<file path="config.mk">
export PLATFORM = sky130hd
export DESIGN_NAME = sorted_unique_set_insert_unit_flat
export DESIGN_NICKNAME = d
export VERILOG_FILES = /design/src/sv/susi_pkg.sv /design/src/sv/susi_in_if.sv /design/src/sv/susi_out_if.sv /design/src/sv/susi_cmp.sv /design/src/sv/sorted_unique_set_insert_unit.sv /design/src/flat_wrapper.sv
export SDC_FILE = /design/constraint.sdc
export NUM_CORES = 2
export LEC_CHECK = 0
export ABC_CLOCK_PERIOD_IN_PS = 6000
export BUFFER_PORTS_ARGS = -buffer_cell sky130_fd_sc_hd__buf_2
export CORE_MARGIN = 4
export CORE_UTILIZATION = 40
export DETAILED_ROUTE_END_ITERATION = 10
export GPL_ROUTABILITY_DRIVEN = 1
export GPL_TIMING_DRIVEN = 0
export MAX_ROUTING_LAYER = met4
export PLACE_DENSITY = 0.52
export SKIP_CTS_REPAIR_TIMING = 1
export SLEW_MARGIN = 20
export SYNTH_ARGS = -nofsm -noshare
export SYNTH_HDL_FRONTEND = slang
export SYNTH_HIERARCHICAL = 1
export SYNTH_SLANG_ARGS = --single-unit
</file>
<file path="constraint.sdc">
create_clock -name i_clk -period 6 [get_ports i_clk]
set_input_delay 0.9 -clock i_clk [delete_from_list [all_inputs] [get_ports i_clk]]
set_output_delay 0.9 -clock i_clk [all_outputs]
set_load 0.02 [all_outputs]
</file>
<file path="src/sv/susi_pkg.sv">
// susi_pkg: shared constants and types of the sorted unique set insert unit
// no dependencies; used by the interfaces, the compare unit and the top level
`default_nettype none

package susi_pkg;

    localparam int CAPACITY = 32;
    localparam int IDX_W    = (CAPACITY > 1) ? $clog2(CAPACITY) : 1;

    localparam int FUNC_W = 2;
    localparam int VAL_W  = 32;
    localparam int STAT_W = 3;
    localparam int POS_W  = 6;
    localparam int CNT_W  = 7;

    localparam logic [FUNC_W-1:0] FN_INSERT = 2'd0;
    localparam logic [FUNC_W-1:0] FN_READ   = 2'd1;
    localparam logic [FUNC_W-1:0] FN_CLEAR  = 2'd2;

    typedef enum logic [STAT_W-1:0] {
        ST_INSERTED  = 3'd0,
        ST_DUPLICATE = 3'd1,
        ST_FULL      = 3'd2,
        ST_READ      = 3'd3,
        ST_EMPTY     = 3'd4,
        ST_CLEARED   = 3'd5
    } t_status;

    typedef struct packed {
        logic lt;
        logic eq;
    } t_cmp;

    typedef struct packed {
        t_status                  status;
        logic signed [VAL_W-1:0]  value_out;
        logic        [POS_W-1:0]  position;
        logic        [CNT_W-1:0]  count;
        logic                     last;
    } t_res;

endpackage

`default_nettype wire

</file>
<file path="src/sv/susi_in_if.sv">
// susi_in_if: request channel of the sorted unique set insert unit
// depends on susi_pkg for field widths
`default_nettype none

interface susi_in_if;
    logic                            valid;
    logic                            ready;
    logic [susi_pkg::FUNC_W-1:0]     func;
    logic signed [susi_pkg::VAL_W-1:0] value;

    modport source (output valid, output func, output value, input ready);
    modport sink   (input valid, input func, input value, output ready);
endinterface

`default_nettype wire

</file>
<file path="src/sv/susi_out_if.sv">
// susi_out_if: result channel of the sorted unique set insert unit
// depends on susi_pkg for field widths
`default_nettype none

interface susi_out_if;
    logic                              valid;
    logic                              ready;
    logic [susi_pkg::STAT_W-1:0]       status;
    logic signed [susi_pkg::VAL_W-1:0] value_out;
    logic [susi_pkg::POS_W-1:0]        position;
    logic [susi_pkg::CNT_W-1:0]        count;
    logic                              last;

    modport source (output valid, output status, output value_out, output position,
                    output count, output last, input ready);
    modport sink   (input valid, input status, input value_out, input position,
                    input count, input last, output ready);
endinterface

`default_nettype wire

</file>
<file path="src/sv/susi_cmp.sv">
// susi_cmp: two's complement compare of a table entry against the key
// depends on susi_pkg for widths and the compare result struct
`default_nettype none

module susi_cmp (
    input  wire logic signed [susi_pkg::VAL_W-1:0] i_entry,
    input  wire logic signed [susi_pkg::VAL_W-1:0] i_key,
    output susi_pkg::t_cmp                          o_res
);

    always_comb begin
        o_res.lt = (i_entry < i_key);
        o_res.eq = (i_entry == i_key);
    end

endmodule

`default_nettype wire

</file>
<file path="src/sv/sorted_unique_set_insert_unit.sv">
// sorted_unique_set_insert_unit: bounded ascending table of unique signed values
// depends on susi_pkg, susi_in_if, susi_out_if and susi_cmp
//
// usage:
//   i_in carries one request item (func, value); o_out carries result items
//   (status, value_out, position, count, last). both are valid/ready channels.
//   insert: the table is scanned upward from entry 0 with one compare a cycle
//   until the sorted position is found, then the entries at and above it move
//   up one a cycle, top first, and the new value is written in the freed slot.
//   duplicate and full inserts end after the scan with one result.
//   read-out: one result per cycle while the output is free, in ascending order,
//   last mark on the final one; an empty table gives a single empty-status result.
//   clear: empties the table and gives one cleared result.
//   the scan and move rates are set by the single compare unit and the one-read,
//   one-write table. i_in.ready is high only between items.
//   a finished result waits in the output register; while it waits with
//   o_out.ready low the read-out pauses and no further item finishes.
//   reset empties the table at once through its entry count; table contents
//   are not cleared.
`default_nettype none

module sorted_unique_set_insert_unit (
    input  wire logic   i_clk,
    input  wire logic   i_rst_n,
    susi_in_if.sink     i_in,
    susi_out_if.source  o_out
);

    localparam int IDX_W = susi_pkg::IDX_W;
    localparam int CNT_W = susi_pkg::CNT_W;
    localparam int POS_W = susi_pkg::POS_W;
    localparam int VAL_W = susi_pkg::VAL_W;

    typedef enum logic [5:0] {
        S_IDLE  = 6'b000001,
        S_SRCH  = 6'b000010,
        S_SHIFT = 6'b000100,
        S_PLACE = 6'b001000,
        S_READ  = 6'b010000,
        S_EMIT  = 6'b100000
    } t_state;

    t_state                   r_state, n_state;
    logic [CNT_W-1:0]         r_count, n_count;
    logic signed [VAL_W-1:0]  r_val, n_val;
    logic [IDX_W-1:0]         r_idx, n_idx;
    logic [IDX_W-1:0]         r_pos, n_pos;
    susi_pkg::t_res           r_pend, n_pend;
    susi_pkg::t_res           r_out, n_out;
    logic                     r_ovalid, n_ovalid;

    logic signed [VAL_W-1:0]  r_mem [susi_pkg::CAPACITY];
    logic signed [VAL_W-1:0]  r_rdata;

    logic                     mem_we;
    logic [IDX_W-1:0]         mem_waddr;
    logic signed [VAL_W-1:0]  mem_wdata;
    logic                     mem_re;
    logic [IDX_W-1:0]         mem_raddr;

    susi_pkg::t_cmp           cmp_res;
    logic                     out_free;
    logic                     full;
    logic [CNT_W-1:0]         idx_cnt_nxt;

    susi_cmp u_cmp (
        .i_entry (r_rdata),
        .i_key   (r_val),
        .o_res   (cmp_res)
    );

    assign out_free    = !r_ovalid || o_out.ready;
    assign full        = (r_count == CNT_W'(susi_pkg::CAPACITY));
    assign idx_cnt_nxt = CNT_W'(r_idx) + CNT_W'(1);

    assign i_in.ready      = (r_state == S_IDLE);
    assign o_out.valid     = r_ovalid;
    assign o_out.status    = r_out.status;
    assign o_out.value_out = r_out.value_out;
    assign o_out.position  = r_out.position;
    assign o_out.count     = r_out.count;
    assign o_out.last      = r_out.last;

    always_comb begin
        n_state   = r_state;
        n_count   = r_count;
        n_val     = r_val;
        n_idx     = r_idx;
        n_pos     = r_pos;
        n_pend    = r_pend;
        n_out     = r_out;
        n_ovalid  = r_ovalid && !o_out.ready;
        mem_we    = 1'b0;
        mem_waddr = r_idx;
        mem_wdata = r_rdata;
        mem_re    = 1'b0;
        mem_raddr = '0;

        unique case (r_state)
            S_IDLE: begin
                if (i_in.valid) begin
                    case (i_in.func)
                        susi_pkg::FN_INSERT: begin
                            n_val = i_in.value;
                            n_idx = '0;
                            if (r_count == '0) begin
                                n_pos   = '0;
                                n_state = S_PLACE;
                            end else begin
                                mem_re    = 1'b1;
                                mem_raddr = '0;
                                n_state   = S_SRCH;
                            end
                        end
                        susi_pkg::FN_READ: begin
                            if (r_count == '0) begin
                                n_pend  = '{status: susi_pkg::ST_EMPTY, value_out: '0,
                                            position: '0, count: '0, last: 1'b1};
                                n_state = S_EMIT;
                            end else begin
                                mem_re    = 1'b1;
                                mem_raddr = '0;
                                n_idx     = '0;
                                n_state   = S_READ;
                            end
                        end
                        susi_pkg::FN_CLEAR: begin
                            n_count = '0;
                            n_pend  = '{status: susi_pkg::ST_CLEARED, value_out: '0,
                                        position: '0, count: '0, last: 1'b1};
                            n_state = S_EMIT;
                        end
                        default: begin
                        end
                    endcase
                end
            end
            S_SRCH: begin
                if (cmp_res.eq) begin
                    n_pend  = '{status: susi_pkg::ST_DUPLICATE, value_out: '0,
                                position: POS_W'(r_idx), count: r_count, last: 1'b1};
                    n_state = S_EMIT;
                end else if (cmp_res.lt) begin
                    if (idx_cnt_nxt == r_count) begin
                        if (full) begin
                            n_pend  = '{status: susi_pkg::ST_FULL, value_out: '0,
                                        position: '0, count: r_count, last: 1'b1};
                            n_state = S_EMIT;
                        end else begin
                            n_pos   = r_count[IDX_W-1:0];
                            n_state = S_PLACE;
                        end
                    end else begin
                        mem_re    = 1'b1;
                        mem_raddr = r_idx + IDX_W'(1);
                        n_idx     = r_idx + IDX_W'(1);
                    end
                end else begin
                    if (full) begin
                        n_pend  = '{status: susi_pkg::ST_FULL, value_out: '0,
                                    position: '0, count: r_count, last: 1'b1};
                        n_state = S_EMIT;
                    end else begin
                        n_pos     = r_idx;
                        mem_re    = 1'b1;
                        mem_raddr = IDX_W'(r_count - CNT_W'(1));
                        n_idx     = IDX_W'(r_count - CNT_W'(1));
                        n_state   = S_SHIFT;
                    end
                end
            end
            S_SHIFT: begin
                mem_we    = 1'b1;
                mem_waddr = r_idx + IDX_W'(1);
                mem_wdata = r_rdata;
                if (r_idx == r_pos) begin
                    n_state = S_PLACE;
                end else begin
                    mem_re    = 1'b1;
                    mem_raddr = r_idx - IDX_W'(1);
                    n_idx     = r_idx - IDX_W'(1);
                end
            end
            S_PLACE: begin
                mem_we    = 1'b1;
                mem_waddr = r_pos;
                mem_wdata = r_val;
                n_count   = r_count + CNT_W'(1);
                n_pend    = '{status: susi_pkg::ST_INSERTED, value_out: r_val,
                              position: POS_W'(r_pos), count: r_count + CNT_W'(1),
                              last: 1'b1};
                n_state   = S_EMIT;
            end
            S_READ: begin
                if (out_free) begin
                    n_ovalid = 1'b1;
                    n_out    = '{status: susi_pkg::ST_READ, value_out: r_rdata,
                                 position: POS_W'(r_idx), count: r_count,
                                 last: (idx_cnt_nxt == r_count)};
                    if (idx_cnt_nxt == r_count) begin
                        n_state = S_IDLE;
                    end else begin
                        mem_re    = 1'b1;
                        mem_raddr = r_idx + IDX_W'(1);
                        n_idx     = r_idx + IDX_W'(1);
                    end
                end
            end
            S_EMIT: begin
                if (out_free) begin
                    n_ovalid = 1'b1;
                    n_out    = r_pend;
                    n_state  = S_IDLE;
                end
            end
            default: begin
                n_state = S_IDLE;
            end
        endcase
    end

    always_ff @(posedge i_clk) begin
        if (!i_rst_n) begin
            r_state  <= S_IDLE;
            r_count  <= '0;
            r_ovalid <= 1'b0;
        end else begin
            r_state  <= n_state;
            r_count  <= n_count;
            r_ovalid <= n_ovalid;
        end
    end

    always_ff @(posedge i_clk) begin
        r_val  <= n_val;
        r_idx  <= n_idx;
        r_pos  <= n_pos;
        r_pend <= n_pend;
        r_out  <= n_out;
    end

    // sorted table, one write and one registered read a cycle
    always_ff @(posedge i_clk) begin
        if (mem_we) begin
            r_mem[mem_waddr] <= mem_wdata;
        end
    end

    always_ff @(posedge i_clk) begin
        if (mem_re) begin
            r_rdata <= r_mem[mem_raddr];
        end
    end

    a_count_bound: assert property (@(posedge i_clk) disable iff (!i_rst_n)
        r_count <= CNT_W'(susi_pkg::CAPACITY))
        else $error("entry count above capacity");

    a_read_last: assert property (@(posedge i_clk) disable iff (!i_rst_n)
        (o_out.valid && o_out.status == susi_pkg::ST_READ) |->
        ((CNT_W'(o_out.position) + CNT_W'(1) == o_out.count) == o_out.last))
        else $error("read-out last mark does not match position");

    a_single_last: assert property (@(posedge i_clk) disable iff (!i_rst_n)
        (o_out.valid && o_out.status != susi_pkg::ST_READ) |-> o_out.last)
        else $error("single result item without last mark");

    a_clear_empties: assert property (@(posedge i_clk) disable iff (!i_rst_n)
        (i_in.valid && i_in.ready && i_in.func == susi_pkg::FN_CLEAR) |=>
        (r_count == '0))
        else $error("clear did not empty the table");

    a_insert_grows: assert property (@(posedge i_clk) disable iff (!i_rst_n)
        (r_state == S_PLACE) |=> (r_count == $past(r_count) + CNT_W'(1)))
        else $error("insert did not grow the table by one");

endmodule

`default_nettype wire

</file>
<file path="src/flat_wrapper.sv">
// flat-port wrapper written by rule: the top's interface ports become plain ports
module sorted_unique_set_insert_unit_flat 
  (i_clk, i_rst_n, i_in_valid, i_in_func, i_in_value, i_in_ready, o_out_valid, o_out_status, o_out_value_out, o_out_position, o_out_count, o_out_last, o_out_ready);
  susi_in_if i_in_i ();
  susi_out_if o_out_i ();
  input  wire logic i_clk;
  input  wire logic i_rst_n;
  input wire logic [$bits(i_in_i.valid)-1:0] i_in_valid;
  input wire logic [$bits(i_in_i.func)-1:0] i_in_func;
  input wire logic [$bits(i_in_i.value)-1:0] i_in_value;
  output wire logic [$bits(i_in_i.ready)-1:0] i_in_ready;
  output wire logic [$bits(o_out_i.valid)-1:0] o_out_valid;
  output wire logic [$bits(o_out_i.status)-1:0] o_out_status;
  output wire logic [$bits(o_out_i.value_out)-1:0] o_out_value_out;
  output wire logic [$bits(o_out_i.position)-1:0] o_out_position;
  output wire logic [$bits(o_out_i.count)-1:0] o_out_count;
  output wire logic [$bits(o_out_i.last)-1:0] o_out_last;
  input wire logic [$bits(o_out_i.ready)-1:0] o_out_ready;
  assign i_in_i.valid = i_in_valid;
  assign i_in_i.func = i_in_func;
  assign i_in_i.value = i_in_value;
  assign i_in_ready = i_in_i.ready;
  assign o_out_valid = o_out_i.valid;
  assign o_out_status = o_out_i.status;
  assign o_out_value_out = o_out_i.value_out;
  assign o_out_position = o_out_i.position;
  assign o_out_count = o_out_i.count;
  assign o_out_last = o_out_i.last;
  assign o_out_i.ready = o_out_ready;
  sorted_unique_set_insert_unit u_core (.i_clk(i_clk), .i_rst_n(i_rst_n), .i_in(i_in_i), .o_out(o_out_i));
endmodule
</file>
## After elaboration in Yosys (flattened, before gate mapping)

Memories as Yosys holds them, arrays and structs flattened. A register that Yosys moved wholly into a read port is not among the register bits.
Cells that the tools add are included.

- Bits in registers: 154
- Bits in writable memories: 1024
- Bits of input ports: 38
- Output and inout bits: 51
- Word-level logic and storage cells: 146
- Memories: 1

- Add/sub/neg operators: 5
- Magnitude comparators: 1
- Eq/ne operators: 31
- Mux-type cells: 71
- Reduce and logical (&&, ||, !) cells: 21

Memories:

| name | words | bits a word | rd ports | clocked after Yosys merged registers in | write ports | line | source |
|---|---|---|---|---|---|---|---|
| u_core.r_mem | 32 | 32 | 1 | 1 | 1 | sorted_unique_set_insert_unit.sv:52 | `logic signed [VAL_W-1:0] r_mem [susi_pkg::CAPACITY];` |

Operator list:

| operator | number |
|---|---|
| $mux 49 | 8 |
| $pmux 49 s2 | 2 |
| $pmux 49 s3 | 1 |
| $mux 5 | 22 |
| $mux 6 | 11 |
| $pmux 6 s6 | 1 |
| $eq 32x32->1 | 1 |
| $lt 32x32->1 | 1 |
| $mux 32 | 1 |
| $pmux 5 s2 | 3 |
| $pmux 5 s4 | 1 |
| $pmux 6 s3 | 1 |
| $pmux 5 s3 | 1 |
| $mux 1 | 14 |
| $mux 7 | 2 |
| $ne 2x1->1 const B | 7 |
| $pmux 7 s2 | 1 |
| $reduce_and 7->1 | 2 |
| $sub 5x1->5 const B | 2 |
| $reduce_and 3->1 | 3 |
| $ne 2x2->1 const B | 4 |
| $reduce_and 8->1 | 1 |
| $add 7x1->7 const B | 1 |
| $eq 6x7->1 | 1 |
| other kinds (29) | 37 |

## Logic depth before layout (Yosys ltp)

- Word-level depth: 6
- Gate-level depth with buffers: 21
- Depth with buffers taken out: 16

## Modules after synthesis

Netlist, hierarchy kept.

Modules (own cells, without submodules):

| module | instances | cells each | area each (µm²) | seq. area each (µm²) |
|---|---|---|---|---|
| sorted_unique_set_insert_unit | 1 | 3549 | 48878.1 | 36104.6 |
| susi_cmp | 1 | 117 | 857.1 | 0.0 |

## Worst setup path before layout

OpenSTA, ideal clock, no wires.

- Path kind: flip-flop to flip-flop
- Start: register u_core.r_rdata[31] (read register of u_core.r_mem)
- End: register u_core.r_rdata[10] (read register of u_core.r_mem) (data pin)
- Setup time: 267 ps
- Arrival: 3964 ps
- Required time: 5733 ps
- Path slack: 1768 ps
- Stages on the path, launching flop included: 16
- Buffers on the path: 4
- Period minus slack after synthesis: 4232 ps
- Cell sequence: edfxtp_1 -> ha_1 -> nand4_2 -> or4_4 -> nor4_1 -> nor3b_1 -> and3_1 -> o21ai_1 -> o311a_1 -> buf_2 -> buf_2 -> buf_2 -> buf_1 -> nand3_1 -> a31oi_1 -> o211ai_1

RTL lines:

| item | line | source |
|---|---|---|
| start: declaration | sorted_unique_set_insert_unit.sv:53 | `logic signed [VAL_W-1:0] r_rdata;` |

==> run summary <==
================================================================================
Run status ........................................................ finished, violations left
Violations in the final reports ................................... setup timing
Part of the cycle the worst path needs ............................         101%
DPL Wire Length ...................................................    112000 um
Cell Count Post-Placement .........................................         5430
Via count .........................................................        32300
Maximum VDD drop ..................................................     0.241 mV
Synth Flop Type ...................................................     edfxtp_1
MaxCap Viol Count .................................................            0
Worst EP arrival ..................................................      6440 ps
Post-synth EDFFs ..................................................         1193
Critical path depth in cells ......................................           17
Placer congestion estimate ........................................        0.889
Layout Skew .......................................................      29.4 ps
Cells taking the most area after synthesis ........................ edfxtp_1, nand2_1, mux2i_1
Wire length of the first global-routing pass ......................    229000 um
Row count .........................................................          129
Count of unique library cells instantiated by Yosys ...............           94
Clock tree from TritonCTS .........................................         done
Tightest Hold Check Type .......................................... input port to flip-flop
Clock Pin Slew Worst Setup and Hold Paths .........................        60 ps
Data required time at the worst endpoint ..........................      6380 ps
X dimension of the die ............................................       361 um
Max incr delay on CP ..............................................       500 ps
Most common cell after layout, fill and taps aside ................     edfxtp_1
Detailed Routing Iterations Pass 1 ................................            7
Gate count after technology mapping ...............................         3666
Via count of the first global-routing pass ........................        30600
Max FO, Critical Path .............................................           10
Clock period minus worst slack ....................................      6060 ps
Yosys warning total ...............................................            6
Final #Nets .......................................................         4017
Actual slew at the worst max-slew pin .............................      1120 ps
Dominant cell type by area after synthesis ........................     edfxtp_1
Post-Layout Inst Area .............................................   58200 um^2
Maximum number of pins on one net before global-route repair ......           48
Latest clock arrival within the worst-skew pair ...................       740 ps
Worst min-delay path startpoint ................................... i_in_value[26]
Master cell of the clock root buffer ..............................    clkbuf_16
Worst hold path stage count .......................................            1
#FFs+latches synth ................................................         1207
Area inside the core boundary .....................................  124000 um^2
Final wirelength ..................................................    162000 um
Post-detailed-route count of antenna-violating nets ...............            0
Placed Area .......................................................   53400 um^2
Total power after layout ..........................................      17.5 mW
PwrDens ...........................................................  301 nW/um^2
Kind of launch point of the worst setup path ......................    flip-flop
Number of clock buffers inserted by TritonCTS .....................          134
Remaining max-slew budget at the tightest pin .....................        25.1%
Setup-failing EPs final ...........................................            1
Most used cells in the layout excluding fill and tap cells ........ edfxtp_1, nand2_1, nand3_1
Clock net sink count ..............................................         1207
Flop-to-flop setup slack ..........................................       -60 ps
Post-synthesis instance area ......................................   49700 um^2
Maximum buffer depth of the clock tree ............................            3
Cell chain of the critical path ................................... ha_1 > and3_1 > a221o_1 > a221oi_1 > o211ai_1 > a221oi_4 > clkbuf_2 > nand4b_1 > nand3_1 > buf_4 > a21oi_2 > buf_6 > buf_2 > nor2_4 > buf_2 > a32oi_1 > o211ai_1
Final Max Slew Viols ..............................................            0
Mean area per synthesized cell ....................................    13.6 um^2
Start of the worst register-to-register path ...................... u_core/r_rdata[7]
Static leakage ....................................................      20.3 nW
Fraction of final layout cells with drive strength greater than 1 .        15.5%
Category of the critical setup timing path ........................ flip-flop to flip-flop
Floorplan die height ..............................................       361 um
Initial Util ......................................................        40.2%
Reg-to-reg endpoint ............................................... u_core/r_rdata[1]
Depth of the worst register-to-register path ......................           17
Unrepaired setup endpoints after global routing ...................         true
Non-filler cells, final ...........................................         5673
Total DRC errors in the routed layout .............................            0
Total track usage .................................................        25.2%
Post-synth net total ..............................................         3745
Number of antenna violations at the first check in global routing .            9
Sequential-to-total area share from yosys stat ....................        72.6%
Hold-critical path endpoint ....................................... u_core/r_val[26]
Largest delay contributor family on the critical path ............. compound AO/OA/AOI/OAI gates
Starting DRC count in detailed routing ............................         4226
Critical Path Sink Type ...........................................    flip-flop
Async S/R FF share, synth .........................................           0%
Wire length per cell after detailed routing .......................      28.6 um
Final Hold Violating Endpoints ....................................            0
Final worst setup slack ...........................................     -55.8 ps
IO Port Bufs ......................................................           87
Worst Path Buf+Inv ................................................            5
Full die area .....................................................  130000 um^2
Clock H-tree levels ...............................................            4
Master of the slowest instance on the critical path ...............     a221oi_4
Overflow left after global routing ................................            0
Synthesis-to-layout area growth ...................................        16.9%
Boundary Pins .....................................................           89
Top-area cell type share of the netlist area ......................        72.0%
Maximum clock frequency ...........................................    0.165 GHz
Per-cell via count in the routed design ...........................         5.70
================================================================================
## synthesized netlist by cell type (22+ instances only)
library cell,n
mux2i_1,188
o21ai_0,64
or3_1,25
buf_2,93
ha_1,41
nand2_1,859
a21oi_1,114
nand3_1,273
o22ai_1,22
nand4_1,22
clkbuf_1,69
a22oi_1,23
edfxtp_1,1193
inv_1,55
nor2_1,72
a31oi_1,79
and3_1,71
buf_1,30
buf_4,23
a21o_1,39
and2_1,40
## logic make-up after synthesis
kind of cell               Yosys count  synth area share [%]
AOI/OAI and AO/OA                  488                  6.54
buffers and inverters              277                  2.55
and+or+nand+nor                   1439                  13.1
xor gates and xnor gates            23                 0.405
other                                1               0.00754
adders and majority gates           41                  1.03
muxes                              190                  3.83
DFF                               1207                  72.6
## registers in the layout, summed over array words and instances, names as in the netlist
register / count
u_core/r_state: 6
u_core/o_out.value_out: 32
u_core/r_mem: 1024
u_core/o_out.status: 3
u_core/r_pos: 5
u_core/r_idx: 5
u_core/r_val: 32
u_core/r_count: 7
u_core/o_out.count: 7
u_core/r_pend: 47
u_core/o_out.valid: 1
u_core/o_out.position: 5
u_core/o_out.last: 1
u_core/r_rdata: 32
## where the power goes
part,internal (mW),switching (mW),total [mW]
clock,4.43,3.30,7.72
sequential,9.31,0.0302,9.34
combinational,0.114,0.341,0.455
## cell type report
cell class,count,area (um^2)
antenna,2,5.00
buffer,217,1200
clock buffer,171,3580
clock inverter,61,482
fill,11100,65500
inverter,58,218
multi-input combinational,2182,13100
sequential,1207,36100
tap,1637,2050
timing repair buffer,138,1400
## worst max path at each step
| stage | startpoint | endpoint |
|---|---|---|
| 2_1_floorplan | u_core/r_rdata[31] | u_core/r_rdata[10] |
| 3_3_place_gp | u_core/r_rdata[6] | u_core/r_rdata[11] |
| 3_5_place_dp | u_core/r_rdata[6] | u_core/r_rdata[14] |
| 4_1_cts | u_core/r_rdata[6] | u_core/r_rdata[14] |
| 5_1_grt | u_core/r_rdata[7] | u_core/r_rdata[30] |
| 6_report | u_core/r_rdata[7] | u_core/r_rdata[1] |
## per-layer routing
metal  up-vias  wire [um]  track usage [%]
met5         -          0                -
met4         0       4560             7.33
met3       235      13600             4.08
met2      1438      73900             38.1
met1     16400      70200             35.5
li1      14200          -                -
## stage by stage
step	setup TNS (ps)	util [%]	hold slack, ps	setup slack [ps]
after floorplan	0	-	482	1770
after global placement	-80670	42.2	492	-1630
after detailed placement	-29800	43.2	496	-1360
after CTS	-29410	46.5	294	-1350
after global routing	-84.2	47.0	310	-29.8
final	-55.8	47.0	336	-55.8
(Power assumes the default switching activity.)
